===== src/design/bcpe_pkg.sv =====
// shared types and helpers for the bezier curve point evaluator
`default_nettype none

package bcpe_pkg;

  // input word
  typedef struct packed {
    logic               op;
    logic        [3:0]  point_index;
    logic signed [15:0] point_x;
    logic signed [15:0] point_y;
    logic        [16:0] curve_param;
  } bcpe_in_t;

  // result word
  typedef struct packed {
    logic signed [23:0] curve_x;
    logic signed [23:0] curve_y;
  } bcpe_out_t;

  // control point as stored, whole pixels
  typedef struct packed {
    logic signed [15:0] x;
    logic signed [15:0] y;
  } bcpe_point_t;

  // working point, q15.8 pixels
  typedef struct packed {
    logic signed [23:0] x;
    logic signed [23:0] y;
  } bcpe_work_t;

  // control from the sequencer to the interpolation datapath
  typedef struct packed {
    logic ld_diff;
    logic mul_en;
    logic mul_y;
    logic sum_x_en;
    logic sum_y;
  } bcpe_lerp_ctl_t;

  localparam logic OP_WRITE = 1'b0;
  localparam logic OP_EVAL  = 1'b1;

  localparam int          CFG_W  = 5;
  localparam int          T_W    = 17;
  localparam logic [16:0] T_ONE  = 17'h10000;
  localparam int          PROD_W = 43;

  // whole pixels to q15.8
  function automatic bcpe_work_t to_work(input bcpe_point_t p);
    bcpe_work_t w;
    w.x = {p.x, 8'h00};
    w.y = {p.y, 8'h00};
    return w;
  endfunction

endpackage

`default_nettype wire


===== src/design/bcpe_ram.sv =====
// generic single write port, single read port ram with registered read
`default_nettype none

module bcpe_ram #(
  parameter int WIDTH = 32,
  parameter int DEPTH = 16
) (
  input  wire logic                     clk,
  input  wire logic                     we,
  input  wire logic [$clog2(DEPTH)-1:0] waddr,
  input  wire logic [WIDTH-1:0]         wdata,
  input  wire logic [$clog2(DEPTH)-1:0] raddr,
  output logic      [WIDTH-1:0]         rdata
);

  logic [WIDTH-1:0] mem [DEPTH];

  // write port
  always_ff @(posedge clk) begin
    if (we) begin
      mem[waddr] <= wdata;
    end
  end

  // registered read port
  always_ff @(posedge clk) begin
    rdata <= mem[raddr];
  end

endmodule

`default_nettype wire


===== src/design/bcpe_lerp.sv =====
// interpolation datapath: difference, one shared multiplier, rounding add
`default_nettype none

module bcpe_lerp (
  input  wire logic                    clk,
  input  wire bcpe_pkg::bcpe_lerp_ctl_t ctl,
  input  wire bcpe_pkg::bcpe_work_t    p,
  input  wire bcpe_pkg::bcpe_work_t    q,
  input  wire logic [16:0]             t,
  output logic signed [23:0]           res_x,
  output logic signed [23:0]           sum
);

  logic signed [24:0] dx_r;
  logic signed [24:0] dy_r;
  logic signed [bcpe_pkg::PROD_W-1:0] prod_r;
  logic signed [bcpe_pkg::PROD_W-1:0] prod_nxt;
  logic signed [bcpe_pkg::PROD_W-1:0] rnd;
  logic signed [24:0] mul_a;
  logic signed [17:0] mul_b;
  logic signed [23:0] p_sel;
  logic signed [23:0] res_x_r;

  // operand select and product
  always_comb begin
    mul_a    = ctl.mul_y ? dy_r : dx_r;
    mul_b    = signed'({1'b0, t});
    prod_nxt = mul_a * mul_b;
  end

  // p + floor(d*t / 65536 + 0.5); the blend stays inside 24 bits
  always_comb begin
    p_sel = ctl.sum_y ? p.y : p.x;
    rnd   = prod_r + bcpe_pkg::PROD_W'(32768);
    sum   = p_sel + rnd[39:16];
  end

  always_ff @(posedge clk) begin
    if (ctl.ld_diff) begin
      dx_r <= {q.x[23], q.x} - {p.x[23], p.x};
      dy_r <= {q.y[23], q.y} - {p.y[23], p.y};
    end
    if (ctl.mul_en) begin
      prod_r <= prod_nxt;
    end
    if (ctl.sum_x_en) begin
      res_x_r <= sum;
    end
  end

  assign res_x = res_x_r;

endmodule

`default_nettype wire


===== src/design/bezier_curve_point_evaluator_unit.sv =====
// top level: bezier curve point evaluator with control point and work rams
//
// Input channel (in_valid, in_stall, in_data): a word with op write stores one
// control point in the control point ram and gives no result; op evaluate runs
// de Casteljau interpolation on the first point_count points at t and gives
// one curve point in q15.8 on the output channel (out_valid, out_stall,
// out_data). Config channel (cfg_valid, cfg_ready, cfg_data) sets point_count.
// One word is in flight at a time; in_stall is high while an evaluation runs.
// A write is stored as it is accepted. An evaluation of n points first copies
// the points into the work ram, then runs each level 1..n-1 (read and load of
// the first point, then n-level interpolations), then loads the output
// register, and a new word is taken after that. Each interpolation runs the
// difference, x product, y product and write back steps on the one shared
// multiplier; the work ram has one read and one write port.
// The result sits in an output register, so a new word is taken while the
// receiver stalls; a finished evaluation waits there until the slot is free.
// Reset sets point_count to 1 and empties the output; ram contents stay
// undefined, and control points must be written before they are used.
`default_nettype none

module bezier_curve_point_evaluator_unit #(
  parameter int MAX_POINTS = 16
) (
  input  wire logic               clk,
  input  wire logic               rst_n,
  input  wire logic               in_valid,
  output logic                    in_stall,
  input  wire bcpe_pkg::bcpe_in_t in_data,
  output logic                    out_valid,
  input  wire logic               out_stall,
  output bcpe_pkg::bcpe_out_t     out_data,
  input  wire logic               cfg_valid,
  output logic                    cfg_ready,
  input  wire logic [bcpe_pkg::CFG_W-1:0] cfg_data
);

  localparam int AW = $clog2(MAX_POINTS);
  localparam int CW = AW + 1;

  localparam logic [3:0] ST_IDLE   = 4'd0;
  localparam logic [3:0] ST_CP_RD  = 4'd1;
  localparam logic [3:0] ST_CP_WR  = 4'd2;
  localparam logic [3:0] ST_LV_RD0 = 4'd3;
  localparam logic [3:0] ST_LV_LD0 = 4'd4;
  localparam logic [3:0] ST_MX     = 4'd5;
  localparam logic [3:0] ST_P0     = 4'd6;
  localparam logic [3:0] ST_P1     = 4'd7;
  localparam logic [3:0] ST_WR     = 4'd8;
  localparam logic [3:0] ST_FIN    = 4'd9;

  logic [3:0] state_r, state_nxt;
  logic       out_valid_r, out_valid_nxt;
  logic       out_load;
  logic [bcpe_pkg::CFG_W-1:0] point_count_r;

  logic [AW-1:0] idx_r, idx_nxt;
  logic [AW-1:0] lvl_r, lvl_nxt;
  logic [CW-1:0] n_r, n_nxt, n_clamp;
  logic [16:0]   t_r, t_nxt;
  bcpe_pkg::bcpe_work_t p_r, p_nxt;
  bcpe_pkg::bcpe_work_t q_r, q_nxt;
  bcpe_pkg::bcpe_work_t res_r, res_nxt;
  bcpe_pkg::bcpe_out_t  out_data_r;

  logic                  cp_we;
  logic [AW-1:0]         cp_waddr, cp_raddr;
  bcpe_pkg::bcpe_point_t cp_wdata, cp_rdata;
  logic                  wk_we;
  logic [AW-1:0]         wk_waddr, wk_raddr;
  bcpe_pkg::bcpe_work_t  wk_wdata, wk_rdata;

  bcpe_pkg::bcpe_lerp_ctl_t lerp_ctl;
  logic signed [23:0]       lerp_res_x;
  logic signed [23:0]       lerp_sum;

  logic in_accept;
  logic idx_ok;
  logic copy_last;
  logic level_last;
  logic lvl_final;

  assign in_stall  = (state_r != ST_IDLE);
  assign in_accept = in_valid && !in_stall;
  assign cfg_ready = 1'b1;
  assign out_valid = out_valid_r;
  assign out_data  = out_data_r;

  // storage: control points and interpolation scratch
  bcpe_ram #(
    .WIDTH ($bits(bcpe_pkg::bcpe_point_t)),
    .DEPTH (MAX_POINTS)
  ) u_cp_ram (
    .clk   (clk),
    .we    (cp_we),
    .waddr (cp_waddr),
    .wdata (cp_wdata),
    .raddr (cp_raddr),
    .rdata (cp_rdata)
  );

  bcpe_ram #(
    .WIDTH ($bits(bcpe_pkg::bcpe_work_t)),
    .DEPTH (MAX_POINTS)
  ) u_wk_ram (
    .clk   (clk),
    .we    (wk_we),
    .waddr (wk_waddr),
    .wdata (wk_wdata),
    .raddr (wk_raddr),
    .rdata (wk_rdata)
  );

  bcpe_lerp u_lerp (
    .clk   (clk),
    .ctl   (lerp_ctl),
    .p     (p_r),
    .q     (wk_rdata),
    .t     (t_r),
    .res_x (lerp_res_x),
    .sum   (lerp_sum)
  );

  // point count clamped to 1..MAX_POINTS
  always_comb begin
    if (point_count_r == '0) begin
      n_clamp = CW'(1);
    end else if (int'(point_count_r) > MAX_POINTS) begin
      n_clamp = CW'(MAX_POINTS);
    end else begin
      n_clamp = CW'(point_count_r);
    end
  end

  // loop end conditions
  assign idx_ok     = int'(in_data.point_index) < MAX_POINTS;
  assign copy_last  = (CW'(idx_r) + CW'(1)) == n_r;
  assign level_last = (CW'(idx_r) + CW'(lvl_r) + CW'(1)) == n_r;
  assign lvl_final  = (CW'(lvl_r) + CW'(1)) == n_r;

  // sequencer
  always_comb begin
    state_nxt = state_r;
    idx_nxt   = idx_r;
    lvl_nxt   = lvl_r;
    n_nxt     = n_r;
    t_nxt     = t_r;
    p_nxt     = p_r;
    q_nxt     = q_r;
    res_nxt   = res_r;
    out_load  = 1'b0;
    cp_we     = 1'b0;
    cp_waddr  = AW'(in_data.point_index);
    cp_wdata  = '{x: in_data.point_x, y: in_data.point_y};
    cp_raddr  = idx_r;
    wk_we     = 1'b0;
    wk_waddr  = idx_r;
    wk_wdata  = bcpe_pkg::to_work(cp_rdata);
    wk_raddr  = '0;
    lerp_ctl  = '0;
    unique case (state_r)
      ST_IDLE: begin
        if (in_accept) begin
          if (in_data.op == bcpe_pkg::OP_WRITE) begin
            cp_we = idx_ok;
          end else begin
            n_nxt     = n_clamp;
            t_nxt     = (in_data.curve_param > bcpe_pkg::T_ONE) ?
                        bcpe_pkg::T_ONE : in_data.curve_param;
            idx_nxt   = '0;
            state_nxt = ST_CP_RD;
          end
        end
      end
      ST_CP_RD: begin
        state_nxt = ST_CP_WR;
      end
      ST_CP_WR: begin
        wk_we = 1'b1;
        if (copy_last) begin
          if (n_r == CW'(1)) begin
            res_nxt   = wk_wdata;
            state_nxt = ST_FIN;
          end else begin
            lvl_nxt   = AW'(1);
            idx_nxt   = '0;
            state_nxt = ST_LV_RD0;
          end
        end else begin
          idx_nxt   = idx_r + AW'(1);
          state_nxt = ST_CP_RD;
        end
      end
      ST_LV_RD0: begin
        wk_raddr  = '0;
        state_nxt = ST_LV_LD0;
      end
      ST_LV_LD0: begin
        p_nxt     = wk_rdata;
        wk_raddr  = AW'(idx_r + AW'(1));
        state_nxt = ST_MX;
      end
      ST_MX: begin
        lerp_ctl.ld_diff = 1'b1;
        q_nxt            = wk_rdata;
        state_nxt        = ST_P0;
      end
      ST_P0: begin
        lerp_ctl.mul_en = 1'b1;
        state_nxt       = ST_P1;
      end
      ST_P1: begin
        lerp_ctl.mul_en   = 1'b1;
        lerp_ctl.mul_y    = 1'b1;
        lerp_ctl.sum_x_en = 1'b1;
        state_nxt         = ST_WR;
      end
      ST_WR: begin
        lerp_ctl.sum_y = 1'b1;
        wk_we          = 1'b1;
        wk_wdata       = '{x: lerp_res_x, y: lerp_sum};
        p_nxt          = q_r;
        if (level_last) begin
          if (lvl_final) begin
            res_nxt   = wk_wdata;
            state_nxt = ST_FIN;
          end else begin
            lvl_nxt   = lvl_r + AW'(1);
            idx_nxt   = '0;
            state_nxt = ST_LV_RD0;
          end
        end else begin
          idx_nxt   = idx_r + AW'(1);
          wk_raddr  = AW'(idx_r + AW'(2));
          state_nxt = ST_MX;
        end
      end
      ST_FIN: begin
        if (!out_valid_r || !out_stall) begin
          out_load  = 1'b1;
          state_nxt = ST_IDLE;
        end
      end
      default: begin
        state_nxt = ST_IDLE;
      end
    endcase
  end

  // output register valid
  always_comb begin
    if (out_load) begin
      out_valid_nxt = 1'b1;
    end else if (!out_stall) begin
      out_valid_nxt = 1'b0;
    end else begin
      out_valid_nxt = out_valid_r;
    end
  end

  // control state
  always_ff @(posedge clk) begin
    if (!rst_n) begin
      state_r       <= ST_IDLE;
      out_valid_r   <= 1'b0;
      point_count_r <= bcpe_pkg::CFG_W'(1);
    end else begin
      state_r     <= state_nxt;
      out_valid_r <= out_valid_nxt;
      if (cfg_valid && cfg_ready) begin
        point_count_r <= cfg_data;
      end
    end
  end

  // working registers
  always_ff @(posedge clk) begin
    idx_r <= idx_nxt;
    lvl_r <= lvl_nxt;
    n_r   <= n_nxt;
    t_r   <= t_nxt;
    p_r   <= p_nxt;
    q_r   <= q_nxt;
    res_r <= res_nxt;
    if (out_load) begin
      out_data_r.curve_x <= res_r.x;
      out_data_r.curve_y <= res_r.y;
    end
  end

`ifndef SYNTHESIS
  // a result only appears after the final stage of an evaluation
  a_out_from_fin: assert property (@(posedge clk) disable iff (!rst_n)
    $rose(out_valid_r) |-> $past(state_r == ST_FIN))
    else $error("result appeared without a finished evaluation");

  // scratch writes stay inside the points in use
  a_wk_addr: assert property (@(posedge clk) disable iff (!rst_n)
    wk_we |-> (CW'(wk_waddr) < n_r))
    else $error("work ram write beyond point count");

  // a control point write never starts a sequence
  a_write_idle: assert property (@(posedge clk) disable iff (!rst_n)
    (in_accept && in_data.op == bcpe_pkg::OP_WRITE) |=> (state_r == ST_IDLE))
    else $error("write word left the block busy");

  // the level counter never reaches the point count
  a_lvl_range: assert property (@(posedge clk) disable iff (!rst_n)
    (state_r == ST_MX || state_r == ST_WR) |-> (CW'(lvl_r) < n_r))
    else $error("interpolation level out of range");
`endif

endmodule

`default_nettype wire


===== config.mk =====
export PLATFORM = sky130hd
export DESIGN_NAME = bezier_curve_point_evaluator_unit
export DESIGN_NICKNAME = d
export VERILOG_FILES = /design/src/design/bcpe_pkg.sv /design/src/design/bcpe_ram.sv /design/src/design/bcpe_lerp.sv /design/src/design/bezier_curve_point_evaluator_unit.sv
export SDC_FILE = /design/constraint.sdc
export NUM_CORES = 2
export LEC_CHECK = 0
export BUFFER_PORTS_ARGS = -buffer_cell sky130_fd_sc_hd__buf_2
export CAP_MARGIN = 40
export CORE_MARGIN = 2
export CORE_UTILIZATION = 52
export DETAILED_ROUTE_END_ITERATION = 10
export GPL_TIMING_DRIVEN = 1
export PLACE_DENSITY = 0.68
export SLEW_MARGIN = 20
export SYNTH_ARGS = -nofsm -noshare
export SYNTH_HDL_FRONTEND = slang
export SYNTH_SLANG_ARGS = --single-unit
export TNS_END_PERCENT = 1

===== constraint.sdc =====
create_clock -name clk -period 13.4 [get_ports clk]
set_input_delay 0 -clock clk [delete_from_list [all_inputs] [get_ports clk]]
set_output_delay 0 -clock clk [all_outputs]
set_load 0.01 [all_outputs]

Word-level counts from Yosys, hierarchy flattened
Memory sizes are Yosys's and may differ from the RTL's. A register that Yosys moved wholly into a read port is not among the register bits. Index checks and enable logic that the tools add are counted.

Bits in registers: 346. Memories: 2. Logic and storage cells: 128. Bits in writable memories: 1280. Output and inout port bits: 51. Input bits: 64.

Memories: u_wk_ram.mem (words 16, bits a word 48, rd ports 1, clocked after memory_dff 1, wr ports 1, line bcpe_ram.sv:16) `logic [WIDTH-1:0] mem [DEPTH];`; u_cp_ram.mem (words 16, bits a word 32, rd ports 1, clocked after memory_dff 1, wr ports 1, line bcpe_ram.sv:16).

Magnitude comparators: 2. Multiply operators: 1. Equal/unequal tests: 25. Add/subtract/negate cells: 11. Multiplexer cells: 48. Reduce and logical (&&, ||, !) cells: 19.

Operators by type and width (number): $mux W48 (5); $pmux W48 S2 (2); $mux W4 (18); $sub A24 B24 Y25 (2); $add A40 B17 Y40 const B (1); $mul A25 B18 Y40 (1); $pmux W4 S10 (1); $mux W25 (1); $add A24 B24 Y24 (1); $mux W24 (1); $ne A2 B2 Y1 const B (9); $gt A17 B17 Y1 const B (1); $eq A4 B3 Y1 const B (4); $pmux W4 S2 (2); $eq A5 B5 Y1 (3); $mux W1 (15); $reduce_and A5 Y1 (3); $pmux W4 S3 (1); $add A4 B1 Y5 const B (2); $add A4 B1 Y4 const B (2); $eq A4 B2 Y1 const B (2); $eq A4 B4 Y1 const B (2); $ne A3 B3 Y1 const B (2); $reduce_and A3 Y1 (2); other kinds (18) (23).

Depth between registers and ports, before layout
Word-level depth: 7. Depth in mapped cells: 32. Mapped depth without buffers: 29.

Cells and area by module
From an unflattened synthesis, not the netlist that was laid out.

Cells, all modules: 5113. Area total of the unflattened synthesis: 80362.1 µm².

By module, submodules not included: bcpe_ram at u_wk_ram (seq. area each 24023.0 µm², cells each 1242, area an instance 29691.0 µm², instances 1); bcpe_lerp (seq. area each 2972.9 µm², cells each 2352, area an instance 21580.7 µm², instances 1); bcpe_ram at u_cp_ram (seq. area each 16015.4 µm², cells each 838, area an instance 19854.0 µm², instances 1); bezier_curve_point_evaluator_unit (seq. area each 6866.6 µm², cells each 681, area an instance 9236.4 µm², instances 1).

Worst setup path before layout
Ideal clock, no wire load.

Path type: reg2reg. Start point: reg state_r[3]. End point: reg u_lerp.prod_r[30] (netlist name) (data pin). Path slack: 5735 ps. Setup time: 258 ps. Arrival: 7407 ps. Path buffers: 3. Clock period less this slack: 7665 ps. Required time: 13142 ps. Cell stages (with the launch flop): 30. Cells stage by stage: dfxtp_1 > nand2b_2 > or2_1 > buf_4 > inv_4 > clkbuf_1 > nand2_1 > nand2_1 > clkbuf_1 > nand2_1 > fa_1 > fa_1 > fa_1 > inv_1 > fa_1 > fa_1 > inv_1 > fa_1 > inv_1 > ha_1 > or3_1 > a21oi_1 > a211oi_1 > a21o_1 > a31oi_1 > o21ai_1 > a41oi_1 > nor2b_1 > nor2_1 > xnor2_1.

Word-level cells in the longest chain between the ends: 4.

Ends and longest elaborated chain: start, declared (line bezier_curve_point_evaluator_unit.sv:51) `logic [3:0] state_r, state_nxt;`; start signal, assigned (line bezier_curve_point_evaluator_unit.sv:267) `state_r <= state_nxt;`; $eq A4 B3 Y1 (line bezier_curve_point_evaluator_unit.sv:160) `unique case (state_r)`; $mux W2 (line bezier_curve_point_evaluator_unit.sv:160); $mux W25 (line bcpe_lerp.sv:26) `mul_a = ctl.mul_y ? dy_r : dx_r;`; $mul A25 B18 Y40 (line bcpe_lerp.sv:28) `prod_nxt = mul_a * mul_b;`; net u_lerp.prod_nxt (one bit) (line bcpe_lerp.sv:17) `logic signed [bcpe_pkg::PROD_W-1:0] prod_nxt;`; end signal, assigned (line bcpe_lerp.sv:44) `prod_r <= prod_nxt;`; end, declared (line bcpe_lerp.sv:16) `logic signed [bcpe_pkg::PROD_W-1:0] prod_r;`.

The timed path passes the listed nets, and every way through them passes these cells. A chain may end at the register's enable or synchronous reset.

Final worst setup path
Start point: reg state_r[3]. End point: reg u_lerp.prod_r[38] (netlist name) (data pin).

The elaborated chain is that of the path after synthesis.

==> flow_results.xml <==
<?xml version="1.0" encoding="UTF-8"?>
<metrics>
  <group name="run_status">
    <metric name="run_status" unit="">completed</metric>
  </group>
  <group name="grt">
    <metric name="globalRoute.totalOverflow" unit="">0</metric>
    <metric name="antenna_violations_before_repair" unit="">13</metric>
    <metric name="first_global_vias" unit="">49100</metric>
    <metric name="total_global_route_track_usage" unit="">0.256</metric>
    <metric name="grt_start_max_net_pins" unit="">189</metric>
    <metric name="wire_length_of_the_first_global_routing_pass" unit="mm">309</metric>
  </group>
  <group name="yosys">
    <metric name="synth.ff_latch_count" unit="">1691</metric>
    <metric name="synth_commonest_cells" unit="">edfxtp_1, nand2_1, inv_1, fa_1, a211oi_1</metric>
    <metric name="postSynthCellCount" unit="">5928</metric>
    <metric name="count_of_synthesis_stage_warnings_from_yosys" unit="">0</metric>
    <metric name="leading_register_cell_type_out_of_synthesis" unit="">edfxtp_1</metric>
    <metric name="synth-edff-count" unit="">1601</metric>
    <metric name="synth.most_common_cell" unit="">edfxtp_1</metric>
    <metric name="mappedNetlistNets" unit="">6568</metric>
    <metric name="post_synth_cell_types" unit="">82</metric>
    <metric name="synth_area_per_cell" unit="um^2">13.8</metric>
    <metric name="post_synth_main_area_contributors" unit="">edfxtp_1, fa_1, nand2_1</metric>
    <metric name="synth.cell_area" unit="um^2">81600</metric>
    <metric name="ys_async_sr_fraction" unit="">0</metric>
    <metric name="synth_seq_area_share" unit="">0.611</metric>
    <metric name="synth_top_cell_by_area" unit="">edfxtp_1</metric>
    <metric name="synth_top_area_frac" unit="">0.589</metric>
  </group>
  <group name="clock_network">
    <metric name="bufs_on_longest_clock_path" unit="">3</metric>
    <metric name="cts_setup_buffers" unit="">0</metric>
    <metric name="worst_setup_hold_path_clk_slew" unit="ps">60</metric>
    <metric name="root_cell_of_the_clock_tree" unit="">clkbuf_16</metric>
    <metric name="cts_hold_repair.buffers" unit="">69</metric>
    <metric name="clk_latency" unit="ps">810</metric>
    <metric name="cts.htree.levels" unit="">4</metric>
    <metric name="cts_sinks" unit="">1691</metric>
    <metric name="cts_tree" unit="">built</metric>
    <metric name="cts_buffer_count" unit="">169</metric>
    <metric name="ctsResizeCount" unit="">0</metric>
  </group>
  <group name="critical_path">
    <metric name="timing.critical_path.from" unit="">state_r[3]</metric>
    <metric name="reg2reg_depth" unit="">27</metric>
    <metric name="cp.arrival" unit="ps">9070</metric>
    <metric name="r2r-end" unit="">u_lerp.prod_r[38]</metric>
    <metric name="critPathTopFamily" unit="">adder cells</metric>
    <metric name="ff2ff_setup_slack" unit="ps">4850</metric>
    <metric name="critPathLaunchType" unit="">flop</metric>
    <metric name="critical_path_required" unit="ps">13920</metric>
    <metric name="path_max_fanout" unit="">49</metric>
    <metric name="critical_path_cell_count" unit="">27</metric>
    <metric name="critical_path_capture_point_type" unit="">flop</metric>
    <metric name="regToRegStartpoint" unit="">state_r[3]</metric>
    <metric name="timing.critical_path.to" unit="">u_lerp.prod_r[38]</metric>
    <metric name="crit_path_max_incr_delay" unit="ps">570</metric>
    <metric name="path_buf_inv" unit="">5</metric>
    <metric name="cpMostUsedCell" unit="">fa_1</metric>
    <metric name="timing.critical_path.slowest_stage_cell" unit="">fa_1</metric>
    <metric name="worst-setup-path-type" unit="">reg2reg</metric>
  </group>
  <group name="timing">
    <metric name="final-setup-viol-count" unit="">0</metric>
    <metric name="layout_min_cycle_time" unit="ps">8550</metric>
    <metric name="final.hold.worst_slack" unit="ps">92.5</metric>
    <metric name="setup_repair_after_global_routing_missed_its_margin" unit="">false</metric>
    <metric name="fmax" unit="MHz">117</metric>
    <metric name="timing.final.ws_setup" unit="ps">4850</metric>
    <metric name="timing.max_slew.rel_slack" unit="">0.331</metric>
    <metric name="fin_hold_viols" unit="">0</metric>
    <metric name="worst_slew_pin_slew" unit="ps">1000</metric>
    <metric name="post-route-period-util" unit="">0.638</metric>
    <metric name="fin_setup_tns" unit="ps">0</metric>
    <metric name="report.final.slew_viol_count" unit="">0</metric>
    <metric name="worst_clock_skew" unit="ps">39.8</metric>
  </group>
  <group name="die">
    <metric name="floorplan.core_area" unit="um^2">156000</metric>
    <metric name="ios" unit="">115</metric>
    <metric name="die_y" unit="um">400</metric>
    <metric name="number_of_rows_created_at_floorplan" unit="">145</metric>
    <metric name="die_width" unit="um">400</metric>
    <metric name="floorplan.initialDensity" unit="">0.523</metric>
    <metric name="floorplan.die_area" unit="um^2">160000</metric>
  </group>
  <group name="drt">
    <metric name="drt-pass1-iter-count" unit="">5</metric>
    <metric name="antenna_violating_nets_post_route" unit="">0</metric>
    <metric name="wl_per_cell" unit="um">24.7</metric>
    <metric name="via_count" unit="">49000</metric>
    <metric name="detail_route.wirelength" unit="mm">205</metric>
    <metric name="drt_drc_violations_left" unit="">0</metric>
    <metric name="viasPerCell" unit="">5.91</metric>
    <metric name="dr.first_iter.drc_count" unit="">5053</metric>
  </group>
  <group name="power_and_ir_drop">
    <metric name="ir_worst_vdd" unit="mV">0.188</metric>
    <metric name="share_comb_of_total_power" unit="">0.189</metric>
    <metric name="pwr-share-clk" unit="">0.358</metric>
    <metric name="sequentialPowerShare" unit="">0.453</metric>
    <metric name="p_sw_frac" unit="">0.266</metric>
    <metric name="power_per_cell_area" unit="nW/um^2">143</metric>
    <metric name="power.leakage" unit="nW">33.8</metric>
    <metric name="power.switching" unit="mW">3.48</metric>
    <metric name="p_int" unit="mW">9.63</metric>
  </group>
  <group name="final_layout">
    <metric name="relative_area_change_from_synthesis_to_final_layout" unit="%">12.1</metric>
    <metric name="post_route_cells_drive_above_1_share" unit="">0.115</metric>
    <metric name="fin_cells" unit="">8293</metric>
    <metric name="final_net_count" unit="">6728</metric>
  </group>
  <group name="placement">
    <metric name="post-dp-hpwl" unit="mm">126</metric>
    <metric name="numPortBuffers" unit="">113</metric>
    <metric name="gp_congestion" unit="">0.892</metric>
    <metric name="detailedPlace.worstSlack" unit="ps">4960</metric>
    <metric name="dp_cells" unit="">7897</metric>
  </group>
  <group name="worst_hold_path">
    <metric name="min-delay-path-class" unit="">in2reg</metric>
    <metric name="hp-start" unit="">cfg_data[0]</metric>
  </group>
  <group name="job">
    <metric name="timing.max_cap.violations" unit="">0</metric>
  </group>
</metrics>
==> routing by layer <==
metal | GRT usage | part of all wire | vias to the layer above
met5 | 0 | 0.00033 | -
met4 | 0.0710 | 0.027 | 10
met3 | 0.0412 | 0.073 | 319
met2 | 0.416 | 0.48 | 1874
met1 | 0.360 | 0.42 | 25300
li1 | - | - | 21500
==> worst register-to-register path, cell delays in order, from the launching register on <==
cell and delay [ps]:
dfxtp_1 310, buf_4 290, nand2b_2 270, or2_1 130, buf_4 310, inv_4 370, nand2_1 170, nand2_1 420
and2_1 370, fa_1 540, inv_1 60, fa_1 570, fa_1 450, fa_1 540, inv_1 50, fa_1 490
fa_1 450, ha_1 320, or3_1 370, a21oi_1 340, a211oi_1 90, a21o_1 250, nand4_1 160, a21oi_1 140
o21ai_0 270, nand2_1 170, a211oi_1 290, xnor2_1 100
==> layout by cell type (no fill, tap or decap), types with 9 or more instances in the layout <==
master,synthesis,routed
dlygate4sd3_1,0,69
clkbuf_16,0,170
nor3_1,23,14
buf_4,4,81
bufinv_16,0,12
dfxtp_1,90,90
buf_8,0,13
xor2_1,35,35
o21ai_0,83,83
clkbuf_8,0,15
nor2_4,0,26
edfxtp_1,1601,1601
nand3_1,29,29
buf_12,0,12
mux2_2,10,10
clkinv_1,0,23
clkbuf_1,221,47
o21a_1,12,12
nor2_1,125,98
buf_16,0,14
buf_2,64,114
and2_1,196,195
inv_1,549,549
mux4_2,160,160
a21oi_1,166,165
nor2b_1,52,52
xnor2_1,97,97
a21boi_0,11,11
clkinv_2,0,23
a21o_1,20,20
a31oi_1,104,104
a211oi_1,249,249
and3_1,215,215
or3_1,9,9
a311oi_1,98,98
nand2_1,968,966
fa_1,398,398
ha_1,178,178
nand2b_1,22,22
nand4_1,12,12
==> area by class of cell <==
class,count,area [um^2]
Tap cell,2058,2570
Sequential cell,1691,49900
Clock buffer,232,4640
Timing Repair Buffer,305,2700
Antenna cell,5,12.5
Clock inverter,81,916
Multi-Input combinational cell,3370,28700
Inverter,551,2070
Fill cell,12000,64500
==> registers in the layout, indices dropped and copies added, names as in the netlist, 32 cells and up <==
signal / flops
u_cp_ram.mem: 512
p_r: 48
u_wk_ram.mem: 768
u_cp_ram.rdata: 32
out_data: 48
res_r: 48
u_wk_ram.rdata: 48
q_r: 48
==> logic make-up after synthesis <==
logic type,Yosys count,synth area share
buffers and inverters,867,0.0414
muxes,178,0.0466
DFF,1691,0.611
and+or+nand+nor,1689,0.0958
other,1,0.0000459
xor gates and xnor gates,133,0.0144
AOI/OAI and AO/OA,793,0.0660
adders and majority gates,576,0.125
==> per-stage QoR <==
| stage | total power, mW | utilization | cell area, um^2 |
|---|---|---|---|
| floorplan | 7.82 | - | 81600 |
| global placement | 8.45 | 0.541 | 84500 |
| detailed placement | 8.51 | 0.545 | 85100 |
| CTS | 13.2 | 0.585 | 91300 |
| global route | 13.7 | 0.586 | 91500 |
| finish | 13.1 | 0.587 | 91500 |
==> power groups by stage <==
stage               clock [mW]  sequential [mW]  combinational [mW]
floorplan                    0             6.05                1.77
global placement             0             6.07                2.39
detailed placement           0             6.06                2.45
CTS                       4.75             5.95                2.50
global route              4.96             5.95                2.81
finish                    4.69             5.95                2.48
==> worst min-delay path by stage <==
stage                              end  slack, ps  depth (start not counted)
floorplan           u_cp_ram.mem[0][0]        100                          0
global placement      point_count_r[0]        310                          2
detailed placement    point_count_r[0]        320                          2
CTS                            t_r[16]         40                          2
global route          point_count_r[0]         90                          4
finish                point_count_r[0]         90                          4
Power figures use the tool's default switching activity.
